`src/ttip_pkg.sv`:
```
// Shared types, constants and the digit decoder of the text-to-integer parser.
// Used by every module of the block; depends on nothing.
package ttip_pkg;

  // Widths of the fields and of the internal state.
  localparam int unsigned CHAR_W  = 8;
  localparam int unsigned RADIX_W = 6;
  localparam int unsigned VALUE_W = 64;
  localparam int unsigned COUNT_W = 16;

  // The consumed-character count saturates here.
  localparam logic [COUNT_W-1:0] MAX_COUNT = 16'hFFFF;

  // Depth of the queue between the classifier and the accumulator.
  localparam int unsigned MQ_DEPTH = 4;
  localparam int unsigned MQ_PTR_W = 2;
  localparam int unsigned MQ_CNT_W = 3;

  // Depth of the result buffer.
  localparam int unsigned OB_DEPTH = 2;

  // Number bases.
  localparam logic [RADIX_W-1:0] RADIX_AUTO = 6'd0;
  localparam logic [RADIX_W-1:0] RADIX_MIN  = 6'd2;
  localparam logic [RADIX_W-1:0] RADIX_MAX  = 6'd36;
  localparam logic [RADIX_W-1:0] RADIX_OCT  = 6'd8;
  localparam logic [RADIX_W-1:0] RADIX_DEC  = 6'd10;
  localparam logic [RADIX_W-1:0] RADIX_HEX  = 6'd16;

  // Marks a character that is no digit in any base.
  localparam logic [RADIX_W-1:0] NO_DIGIT = 6'd63;

  // Character codes.
  localparam logic [CHAR_W-1:0] CH_TAB   = 8'h09;
  localparam logic [CHAR_W-1:0] CH_SPACE = 8'h20;
  localparam logic [CHAR_W-1:0] CH_PLUS  = 8'h2B;
  localparam logic [CHAR_W-1:0] CH_MINUS = 8'h2D;
  localparam logic [CHAR_W-1:0] CH_ZERO  = 8'h30;
  localparam logic [CHAR_W-1:0] CH_NINE  = 8'h39;
  localparam logic [CHAR_W-1:0] CH_UP_A  = 8'h41;
  localparam logic [CHAR_W-1:0] CH_UP_Z  = 8'h5A;
  localparam logic [CHAR_W-1:0] CH_LO_A  = 8'h61;
  localparam logic [CHAR_W-1:0] CH_LO_Z  = 8'h7A;
  localparam logic [CHAR_W-1:0] CH_UP_X  = 8'h58;
  localparam logic [CHAR_W-1:0] CH_LO_X  = 8'h78;
  localparam logic [CHAR_W-1:0] LETTER_OFS = 8'd10;

  // One input request.
  typedef struct packed {
    logic              string_start;
    logic [CHAR_W-1:0] char_code;
  } in_req_t;

  // One result.
  typedef struct packed {
    logic signed [VALUE_W-1:0] parsed_value;
    logic [COUNT_W-1:0]        chars_consumed;
  } res_t;

  // Operations passed from the classifier to the accumulator.
  typedef enum logic {
    OP_ACC    = 1'b0,
    OP_FINISH = 1'b1
  } op_kind_t;

  typedef struct packed {
    op_kind_t           kind;
    logic               fresh;   // accumulator counts as zero
    logic               neg;
    logic [RADIX_W-1:0] radix;
    logic [RADIX_W-1:0] digit;
    logic [COUNT_W-1:0] count;
  } op_t;

  // Status of the operation queue.
  typedef struct packed {
    logic empty;
    logic full;
  } q_stat_t;

  // Value of a character as a digit, or NO_DIGIT.
  function automatic logic [RADIX_W-1:0] digit_value(input logic [CHAR_W-1:0] c);
    logic [CHAR_W-1:0] v;
    v = CHAR_W'(NO_DIGIT);
    if (c >= CH_ZERO && c <= CH_NINE) begin
      v = c - CH_ZERO;
    end else if (c >= CH_UP_A && c <= CH_UP_Z) begin
      v = c - CH_UP_A + LETTER_OFS;
    end else if (c >= CH_LO_A && c <= CH_LO_Z) begin
      v = c - CH_LO_A + LETTER_OFS;
    end
    return v[RADIX_W-1:0];
  endfunction

endpackage

```
`src/ttip_front.sv`:
```
// Character classifier of the text-to-integer parser: blanks, sign, prefix
// and base detection. Emits accumulate and finish operations. Uses ttip_pkg.
module ttip_front (
  input  logic                          clk,
  input  logic                          rst_n,
  input  logic                          in_acc,
  input  ttip_pkg::in_req_t             in_req,
  input  logic [ttip_pkg::RADIX_W-1:0]  radix_setting,
  output logic                          op_push,
  output ttip_pkg::op_t                 op_out
);

  typedef enum logic [5:0] {
    ST_IDLE   = 6'b000001,
    ST_BLANK  = 6'b000010,
    ST_PREFIX = 6'b000100,
    ST_AZERO  = 6'b001000,
    ST_ZEROS  = 6'b010000,
    ST_DIGITS = 6'b100000
  } state_t;

  state_t                        state_r, state_nxt, ph;
  logic [ttip_pkg::RADIX_W-1:0]  radix_r, radix_nxt, rad;
  logic                          neg_r, neg_nxt, neg;
  logic [ttip_pkg::COUNT_W-1:0]  cnt_r, cnt_nxt, cnt;
  logic                          fresh_r, fresh_nxt, fresh;
  logic                          done, emit;
  logic [ttip_pkg::RADIX_W-1:0]  dig;
  logic [ttip_pkg::CHAR_W-1:0]   c;

  // Walk the phases for one character, as far as it carries.
  always_comb begin
    c     = in_req.char_code;
    dig   = ttip_pkg::digit_value(c);
    ph    = state_r;
    rad   = radix_r;
    neg   = neg_r;
    cnt   = cnt_r;
    fresh = fresh_r;
    done  = 1'b0;
    emit  = 1'b0;
    op_out = '0;
    op_out.kind = ttip_pkg::OP_ACC;

    // A start character opens a new string.
    if (in_req.string_start) begin
      ph    = ST_BLANK;
      neg   = 1'b0;
      cnt   = '0;
      fresh = 1'b1;
      rad   = (radix_setting inside {[ttip_pkg::RADIX_MIN:ttip_pkg::RADIX_MAX]}) ?
              radix_setting : ttip_pkg::RADIX_AUTO;
    end

    if (ph == ST_IDLE) begin
      done = 1'b1;
    end

    // Leading blanks and the sign.
    if (!done && ph == ST_BLANK) begin
      if (c inside {ttip_pkg::CH_SPACE, ttip_pkg::CH_TAB}) begin
        if (cnt != ttip_pkg::MAX_COUNT) cnt = cnt + 1'b1;
        done = 1'b1;
      end else if (c inside {ttip_pkg::CH_PLUS, ttip_pkg::CH_MINUS}) begin
        neg = (c == ttip_pkg::CH_MINUS);
        if (cnt != ttip_pkg::MAX_COUNT) cnt = cnt + 1'b1;
        ph   = ST_PREFIX;
        done = 1'b1;
      end else begin
        ph = ST_PREFIX;
      end
    end

    // Start of the number: base detection or zero skipping.
    if (!done && ph == ST_PREFIX) begin
      if (rad == ttip_pkg::RADIX_AUTO) begin
        if (c == ttip_pkg::CH_ZERO) begin
          if (cnt != ttip_pkg::MAX_COUNT) cnt = cnt + 1'b1;
          ph   = ST_AZERO;
          done = 1'b1;
        end else begin
          rad = ttip_pkg::RADIX_DEC;
          ph  = ST_DIGITS;
        end
      end else begin
        ph = ST_ZEROS;
      end
    end

    // After a leading zero in automatic mode: hex marker or octal.
    if (!done && ph == ST_AZERO) begin
      if (c inside {ttip_pkg::CH_LO_X, ttip_pkg::CH_UP_X}) begin
        rad = ttip_pkg::RADIX_HEX;
        if (cnt != ttip_pkg::MAX_COUNT) cnt = cnt + 1'b1;
        ph   = ST_DIGITS;
        done = 1'b1;
      end else begin
        rad = ttip_pkg::RADIX_OCT;
        ph  = ST_DIGITS;
      end
    end

    // Configured base: skip zeros and, in hex, one x marker.
    if (!done && ph == ST_ZEROS) begin
      if (c == ttip_pkg::CH_ZERO) begin
        if (cnt != ttip_pkg::MAX_COUNT) cnt = cnt + 1'b1;
        done = 1'b1;
      end else if (rad == ttip_pkg::RADIX_HEX &&
                   (c inside {ttip_pkg::CH_LO_X, ttip_pkg::CH_UP_X})) begin
        if (cnt != ttip_pkg::MAX_COUNT) cnt = cnt + 1'b1;
        ph   = ST_DIGITS;
        done = 1'b1;
      end else begin
        ph = ST_DIGITS;
      end
    end

    // Digits accumulate; anything else ends the string.
    if (!done && ph == ST_DIGITS) begin
      emit         = 1'b1;
      op_out.fresh = fresh;
      op_out.neg   = neg;
      op_out.radix = rad;
      op_out.digit = dig;
      op_out.count = cnt;
      if (dig < rad) begin
        op_out.kind = ttip_pkg::OP_ACC;
        if (cnt != ttip_pkg::MAX_COUNT) cnt = cnt + 1'b1;
      end else begin
        op_out.kind = ttip_pkg::OP_FINISH;
        ph = ST_IDLE;
      end
      fresh = 1'b0;
    end
  end

  assign op_push   = in_acc && emit;
  assign state_nxt = in_acc ? ph    : state_r;
  assign radix_nxt = in_acc ? rad   : radix_r;
  assign neg_nxt   = in_acc ? neg   : neg_r;
  assign cnt_nxt   = in_acc ? cnt   : cnt_r;
  assign fresh_nxt = in_acc ? fresh : fresh_r;

  // Parse state registers.
  always_ff @(posedge clk) begin
    if (!rst_n) begin
      state_r <= ST_IDLE;
      radix_r <= '0;
      neg_r   <= 1'b0;
      cnt_r   <= '0;
      fresh_r <= 1'b0;
    end else begin
      state_r <= state_nxt;
      radix_r <= radix_nxt;
      neg_r   <= neg_nxt;
      cnt_r   <= cnt_nxt;
      fresh_r <= fresh_nxt;
    end
  end

  // A finishing character always leaves the parser idle.
  a_finish_idle: assert property (@(posedge clk) disable iff (!rst_n)
    op_push && op_out.kind == ttip_pkg::OP_FINISH |=> state_r == ST_IDLE)
    else $error("parser not idle after finishing a string");

  // Nothing is emitted while idle without a start.
  a_idle_silent: assert property (@(posedge clk) disable iff (!rst_n)
    state_r == ST_IDLE && !in_req.string_start |-> !op_push)
    else $error("operation emitted while idle");

endmodule

```
`src/ttip_queue.sv`:
```
// Short operation queue between the classifier and the accumulator.
// Register-based, depth from ttip_pkg; uses ttip_pkg types.
module ttip_queue (
  input  logic               clk,
  input  logic               rst_n,
  input  logic               push,
  input  ttip_pkg::op_t      push_op,
  input  logic               pop,
  output ttip_pkg::op_t      head_op,
  output ttip_pkg::q_stat_t  stat
);

  ttip_pkg::op_t                  mem_r [ttip_pkg::MQ_DEPTH];
  logic [ttip_pkg::MQ_PTR_W-1:0]  wr_ptr_r, wr_ptr_nxt;
  logic [ttip_pkg::MQ_PTR_W-1:0]  rd_ptr_r, rd_ptr_nxt;
  logic [ttip_pkg::MQ_CNT_W-1:0]  cnt_r, cnt_nxt;
  logic                           do_push, do_pop;

  assign stat.empty = (cnt_r == '0);
  assign stat.full  = (cnt_r == ttip_pkg::MQ_CNT_W'(ttip_pkg::MQ_DEPTH));
  assign do_push    = push && !stat.full;
  assign do_pop     = pop && !stat.empty;
  assign head_op    = mem_r[rd_ptr_r];

  // Pointer and fill count updates.
  always_comb begin
    wr_ptr_nxt = do_push ? wr_ptr_r + 1'b1 : wr_ptr_r;
    rd_ptr_nxt = do_pop  ? rd_ptr_r + 1'b1 : rd_ptr_r;
    cnt_nxt    = cnt_r + ttip_pkg::MQ_CNT_W'(do_push) - ttip_pkg::MQ_CNT_W'(do_pop);
  end

  always_ff @(posedge clk) begin
    if (!rst_n) begin
      wr_ptr_r <= '0;
      rd_ptr_r <= '0;
      cnt_r    <= '0;
    end else begin
      wr_ptr_r <= wr_ptr_nxt;
      rd_ptr_r <= rd_ptr_nxt;
      cnt_r    <= cnt_nxt;
    end
  end

  // Storage needs no reset.
  always_ff @(posedge clk) begin
    if (do_push) begin
      mem_r[wr_ptr_r] <= push_op;
    end
  end

  // The classifier never pushes into a full queue.
  a_no_overflow: assert property (@(posedge clk) disable iff (!rst_n)
    push |-> !stat.full)
    else $error("push into full operation queue");

endmodule

```
`src/ttip_back.sv`:
```
// Accumulator of the text-to-integer parser: multiply-accumulate, sign and
// a two-entry result buffer. Uses ttip_pkg types and constants.
module ttip_back (
  input  logic               clk,
  input  logic               rst_n,
  input  ttip_pkg::op_t      head_op,
  input  ttip_pkg::q_stat_t  q_stat,
  output logic               q_pop,
  input  logic               out_pop,
  output logic               out_empty,
  output ttip_pkg::res_t     out_res
);

  logic [ttip_pkg::VALUE_W-1:0]  acc_r, acc_nxt, acc_base;
  ttip_pkg::res_t                buf_r [ttip_pkg::OB_DEPTH];
  ttip_pkg::res_t                res_new;
  logic                          wr_ptr_r, wr_ptr_nxt;
  logic                          rd_ptr_r, rd_ptr_nxt;
  logic [1:0]                    ob_cnt_r, ob_cnt_nxt;
  logic                          ob_full, is_finish, do_finish, do_out;

  assign ob_full   = (ob_cnt_r == 2'(ttip_pkg::OB_DEPTH));
  assign out_empty = (ob_cnt_r == '0);
  assign out_res   = buf_r[rd_ptr_r];
  assign do_out    = out_pop && !out_empty;

  // Accumulate operations never wait; a finish waits for buffer room.
  assign is_finish = (head_op.kind == ttip_pkg::OP_FINISH);
  assign q_pop     = !q_stat.empty && (!is_finish || !ob_full);
  assign do_finish = q_pop && is_finish;

  // One multiply-accumulate per operation.
  assign acc_base = head_op.fresh ? '0 : acc_r;
  always_comb begin
    acc_nxt = acc_r;
    if (q_pop && !is_finish) begin
      acc_nxt = acc_base * ttip_pkg::VALUE_W'(head_op.radix)
              + ttip_pkg::VALUE_W'(head_op.digit);
    end
  end

  // Result of a finished string, negated with wraparound if needed.
  always_comb begin
    res_new.parsed_value   = head_op.neg ? -acc_base : acc_base;
    res_new.chars_consumed = head_op.count;
  end

  // Result buffer pointers and fill count.
  always_comb begin
    wr_ptr_nxt = do_finish ? ~wr_ptr_r : wr_ptr_r;
    rd_ptr_nxt = do_out    ? ~rd_ptr_r : rd_ptr_r;
    ob_cnt_nxt = ob_cnt_r + 2'(do_finish) - 2'(do_out);
  end

  always_ff @(posedge clk) begin
    if (!rst_n) begin
      acc_r    <= '0;
      wr_ptr_r <= 1'b0;
      rd_ptr_r <= 1'b0;
      ob_cnt_r <= '0;
    end else begin
      acc_r    <= acc_nxt;
      wr_ptr_r <= wr_ptr_nxt;
      rd_ptr_r <= rd_ptr_nxt;
      ob_cnt_r <= ob_cnt_nxt;
    end
  end

  always_ff @(posedge clk) begin
    if (do_finish) begin
      buf_r[wr_ptr_r] <= res_new;
    end
  end

  // A finished string is waiting in the buffer on the next cycle.
  a_finish_visible: assert property (@(posedge clk) disable iff (!rst_n)
    do_finish |=> !out_empty)
    else $error("finished string missing from result buffer");

  // The buffer count never exceeds its depth.
  a_ob_bound: assert property (@(posedge clk) disable iff (!rst_n)
    ob_cnt_r <= 2'(ttip_pkg::OB_DEPTH))
    else $error("result buffer overflow");

endmodule

```
`src/text_to_integer_parser_core.sv`:
```
// Top level of the text-to-integer parser: radix register, classifier,
// operation queue and accumulator. Uses ttip_pkg, ttip_front, ttip_queue, ttip_back.
//
// Usage: characters enter through a queue-like port. A request (in_req) is
// taken on a clock edge with in_push high and in_full low; string_start marks
// the first character of a new string. Results leave through a second queue
// port: while out_empty is low, out_res holds the oldest result, and it is
// taken on an edge with out_pop high. cfg_we writes the base (cfg_wdata); a
// value from 2 to 36 fixes the base, any other selects detection. The base
// is sampled on each start character; write it only while the block is idle.
// Throughput: one character per cycle while in_full is low, set by the single 64 x 6 bit
// multiply-accumulate in the accumulator loop. A terminating character passes
// as a finish operation through the operation queue, and its result is registered
// in the result buffer, whereupon out_empty falls. When the receiver stalls, the
// two-entry result buffer fills, finish operations wait, the four-entry operation
// queue fills and in_full rises; nothing is lost.
// Reset (rst_n low, synchronous) empties both queues, clears the base to
// automatic detection and ignores characters until the next start.
module text_to_integer_parser_core (
  input  logic                          clk,
  input  logic                          rst_n,
  input  logic                          in_push,
  output logic                          in_full,
  input  ttip_pkg::in_req_t             in_req,
  output logic                          out_empty,
  input  logic                          out_pop,
  output ttip_pkg::res_t                out_res,
  input  logic                          cfg_we,
  input  logic [ttip_pkg::RADIX_W-1:0]  cfg_wdata
);

  logic [ttip_pkg::RADIX_W-1:0]  radix_setting_r, radix_setting_nxt;
  logic                          in_acc, op_push, q_pop;
  ttip_pkg::op_t                 op_in, head_op;
  ttip_pkg::q_stat_t             q_stat;

  // Base register.
  assign radix_setting_nxt = cfg_we ? cfg_wdata : radix_setting_r;
  always_ff @(posedge clk) begin
    if (!rst_n) begin
      radix_setting_r <= ttip_pkg::RADIX_AUTO;
    end else begin
      radix_setting_r <= radix_setting_nxt;
    end
  end

  assign in_full = q_stat.full;
  assign in_acc  = in_push && !in_full;

  ttip_front u_front (
    .clk           (clk),
    .rst_n         (rst_n),
    .in_acc        (in_acc),
    .in_req        (in_req),
    .radix_setting (radix_setting_r),
    .op_push       (op_push),
    .op_out        (op_in)
  );

  ttip_queue u_queue (
    .clk     (clk),
    .rst_n   (rst_n),
    .push    (op_push),
    .push_op (op_in),
    .pop     (q_pop),
    .head_op (head_op),
    .stat    (q_stat)
  );

  ttip_back u_back (
    .clk       (clk),
    .rst_n     (rst_n),
    .head_op   (head_op),
    .q_stat    (q_stat),
    .q_pop     (q_pop),
    .out_pop   (out_pop),
    .out_empty (out_empty),
    .out_res   (out_res)
  );

endmodule
```
`config.mk`:
```
export PLATFORM = sky130hd
export DESIGN_NAME = text_to_integer_parser_core
export DESIGN_NICKNAME = d
export VERILOG_FILES = /design/src/ttip_pkg.sv /design/src/ttip_front.sv /design/src/ttip_queue.sv /design/src/ttip_back.sv /design/src/text_to_integer_parser_core.sv
export SDC_FILE = /design/constraint.sdc
export NUM_CORES = 2
export LEC_CHECK = 0
export BUFFER_PORTS_ARGS = -buffer_cell sky130_fd_sc_hd__buf_2
export CAP_MARGIN = 10
export CORE_MARGIN = 2
export CORE_UTILIZATION = 50
export DETAILED_ROUTE_END_ITERATION = 6
export HOLD_SLACK_MARGIN = 0.1
export PLACE_DENSITY = 0.66
export SYNTH_ARGS = -nofsm -noshare
export SYNTH_HDL_FRONTEND = slang
export SYNTH_SLANG_ARGS = --single-unit
```
`constraint.sdc`:
```
create_clock -name clk -period 17.28 [get_ports clk]
set_input_delay 2.592 -clock clk [delete_from_list [all_inputs] [get_ports clk]]
set_output_delay 2.592 -clock clk [all_outputs]
set_load 0.1 [all_outputs]
```
==> flow_summary_export.csv <==
group,metric,value,unit
cts,clock-sinks,398,
synthesis,yosysMostFrequentCell,"nand2_1",
timing,setup_viol,0,
global_routing,grt_pass1_wl,135300,um
place,globalplace.congestion,0.9213,
floorplan,io_pins,102,
cts,hold_buffers,0,
worst_setup_path,cp_data_arrival_time,11.76,ns
floorplan,core-area,64460,um^2
routing,drtIter0Drc,1834,
synthesis,synth_top_area_share,0.2611,
worst_setup_path,critPathKind,"primary input to flip-flop",
cells_and_area,synthToLayoutAreaGrowth,8.038,%
timing,tns,0,ns
timing,finalCritPeriodShare,0.6532,
pwr,p_leak,14.64,nW
cells_and_area,antennaDiodeCount,0,
cts,postCtsSetupRepairBufs,0,
routing,drtPass1Iterations,5,
global_routing,grt_usage,0.2515,
worst_setup_path,cp.required,17.75,ns
cts,htree_levels,2,
synthesis,syn_avg_cell_area,9.455,um^2
run_status,status,"finished clean",
timing,layout_min_cycle_time,11.29,ns
pwr,powerDensity,145.4,nW/um^2
timing,holdWs,0.4797,ns
run,drv_cap,0,
worst_setup_path,cp_top_family,"simple AND/OR/NAND/NOR gates",
worst_setup_path,cpMostUsedCell,"ha_1",
cells_and_area,nNetsFinal,3840,
place,hpwl,60140,um
synthesis,ys_types,105,
worst_setup_path,cp-end-kind,"flip-flop",
timing,skew,0.06080,ns
synthesis,synth_seq_cells,398,
synthesis,synthArstFlopShare,0,
synthesis,netlist_area,32660,um^2
routing,wirelength,83840,um
worst_setup_path,cpPeakStageDelay,0.55,ns
global_routing,overflow,0,
timing,rsz0062_at_grt,"no",
worst_setup_path,cp_num_buf_inv,4,
cts,clk_pin_slew,0.06,ns
routing,antenna_left,0,
floorplan,die_area,67380,um^2
timing,fmax,0.08860,GHz
synthesis,ys.flop_type,"edfxtp_1",
floorplan,num_rows,93,
timing,slew_viol_final,0,
cts,numCtsBuffers,46,
floorplan,die_w,259.6,um
cts,cts_resized,0,
synthesis,yosysTopAreaCell,"edfxtp_1",
synthesis,synth_edf_count,284,
global_routing,grt_antenna_before_repair,2,
synthesis,yosys_warnings,0,
worst_setup_path,crit_slowest_cell,"or4_1",
cts,insertion_delay,0.62,ns
synthesis,synth.net_count,3871,
worst_setup_path,cp_max_fo,67,
min_path,hold_class,"flip-flop to flip-flop",
cts,root_buffer,"clkbuf_16",
synthesis,netlist_instances,3454,
timing,tightestPinTransition,1.121,ns
routing,drc,0,
floorplan,start_util,0.5066,
worst_setup_path,critPathLaunchType,"primary input",
global_routing,grt_pass1_vias,25140,
synthesis,synth_common_cells,"591 x nand2_1, 289 x inv_1, 284 x edfxtp_1, 241 x fa_1, 190 x a21oi_1",
place,io_buffers,101,
routing,vias_per_cell,5.844,
floorplan,dieHeight,259.6,um
synthesis,ys_seq_area_frac,0.3310,
timing,hold_violations,0,
timing,relSlewSlack,0.2508,
routing,routedWlPerCell,19.43,um
cts,clk_path_buf_depth,3,
cts,tritoncts,"yes",
synthesis,netlist_top_cells_area,"edfxtp_1 26%, fa_1 15%, dfxtp_1 7.0%",
worst_setup_path,reg2reg_slack,7.34,ns
routing,vias,25220,
pwr,ir_worst_vdd,136.2,uV
global_routing,grt_max_degree,89,
cells_and_area,drive_gt1_frac,0.1162,
metal layers:
| layer | vias up | track usage | part of all wire |
|---|---|---|---|
| li1 | 11880 | - | - |
| met1 | 12460 | 0.3333 | 0.43 |
| met2 | 708 | 0.4218 | 0.48 |
| met3 | 176 | 0.03265 | 0.053 |
| met4 | 2 | 0.09451 | 0.037 |
| met5 | - | 0 | 0.00016 |
logic make-up (layout without fill, tap and decap cells):
family / Yosys count / after routing / share of synthesized area
and+or+nand+nor: 1253 / 1253 / 0.1816
muxes: 140 / 140 / 0.05758
DFF: 398 / 398 / 0.3310
AOI/OAI and AO/OA: 629 / 629 / 0.1268
adders and majority gates: 397 / 397 / 0.2075
xor gates and xnor gates: 133 / 133 / 0.03590
buffers and inverters: 504 / 511 / 0.05961
worst register-to-register path, delay by kind of cell, from the launching register on:
family / cells / cell delay, ns
AO/OA/AOI/OAI: 13 / 4.07
adder cells (fa/ha/maj): 5 / 2.27
buffers and inverters: 6 / 1.68
AND/OR/NAND/NOR: 3 / 0.82
multiplexers: 1 / 0.46
flip-flops: 1 / 0.32
XOR/XNOR: 1 / 0.19
flip-flops by register name, indices dropped and copies added, names as in the netlist, 3 cells and up, named ones only:
name,count
u_back.buf_r,160
u_queue.mem_r,124
u_back.acc_r,64
u_front.cnt_r,16
radix_setting_r,6
u_front.radix_r,6
u_front.state_r,6
u_queue.cnt_r,3
cell usage in the layout, fill, tap and decap left out, drive strengths merged, types with 96 or more instances in the layout:
master,count
ha,156
o21ai,126
nor2,181
nand2,594
buf,134
a21oi,195
and2,96
dfxtp,114
inv,293
fa,241
edfxtp,284
power breakdown:
part	switching, mW	leakage, nW	internal, mW	total (mW)
Combinational	2.05	10.3	0.634	2.69
Clock	0.424	0.754	0.582	1.01
Sequential	0.105	3.57	1.33	1.44
Total	2.58	14.6	2.55	5.13
area by class of cell:
type,instances,area [um^2]
flip-flops and latches,398,10820
clock buffers,58,1247
fillers,5931,29180
inverters,291,1094
multi-input cells,2552,19960
clock inverters,28,345.3
repair buffers,134,753.2
well taps,855,1070
stage by stage:
step / area (um^2) / setup WS (ns) / util / instances / total power, mW
2_1_floorplan: 32660 / 5.907 / - / 3454 / 3.514
3_3_place_gp: 33690 / 5.688 / 0.5226 / 4230 / 4.105
3_5_place_dp: 33690 / 5.535 / 0.5226 / 4230 / 4.134
4_1_cts: 35280 / 6.086 / 0.5473 / 4316 / 5.155
5_1_grt: 35280 / 5.473 / 0.5473 / 4316 / 5.390
6_report: 35280 / 5.993 / 0.5473 / 4316 / 5.131
final timing paths:
path,startpoint,to,cells after the start
worst max-delay path,in_req[8],u_front.cnt_r[5],31
worst min-delay path,u_back.acc_r[63],u_back.acc_r[63],2
worst min register to register,u_back.acc_r[63],u_back.acc_r[63],2
worst max register to register,flip-flop,u_back.acc_r[58],29
Power figures use the tool's default switching activity.
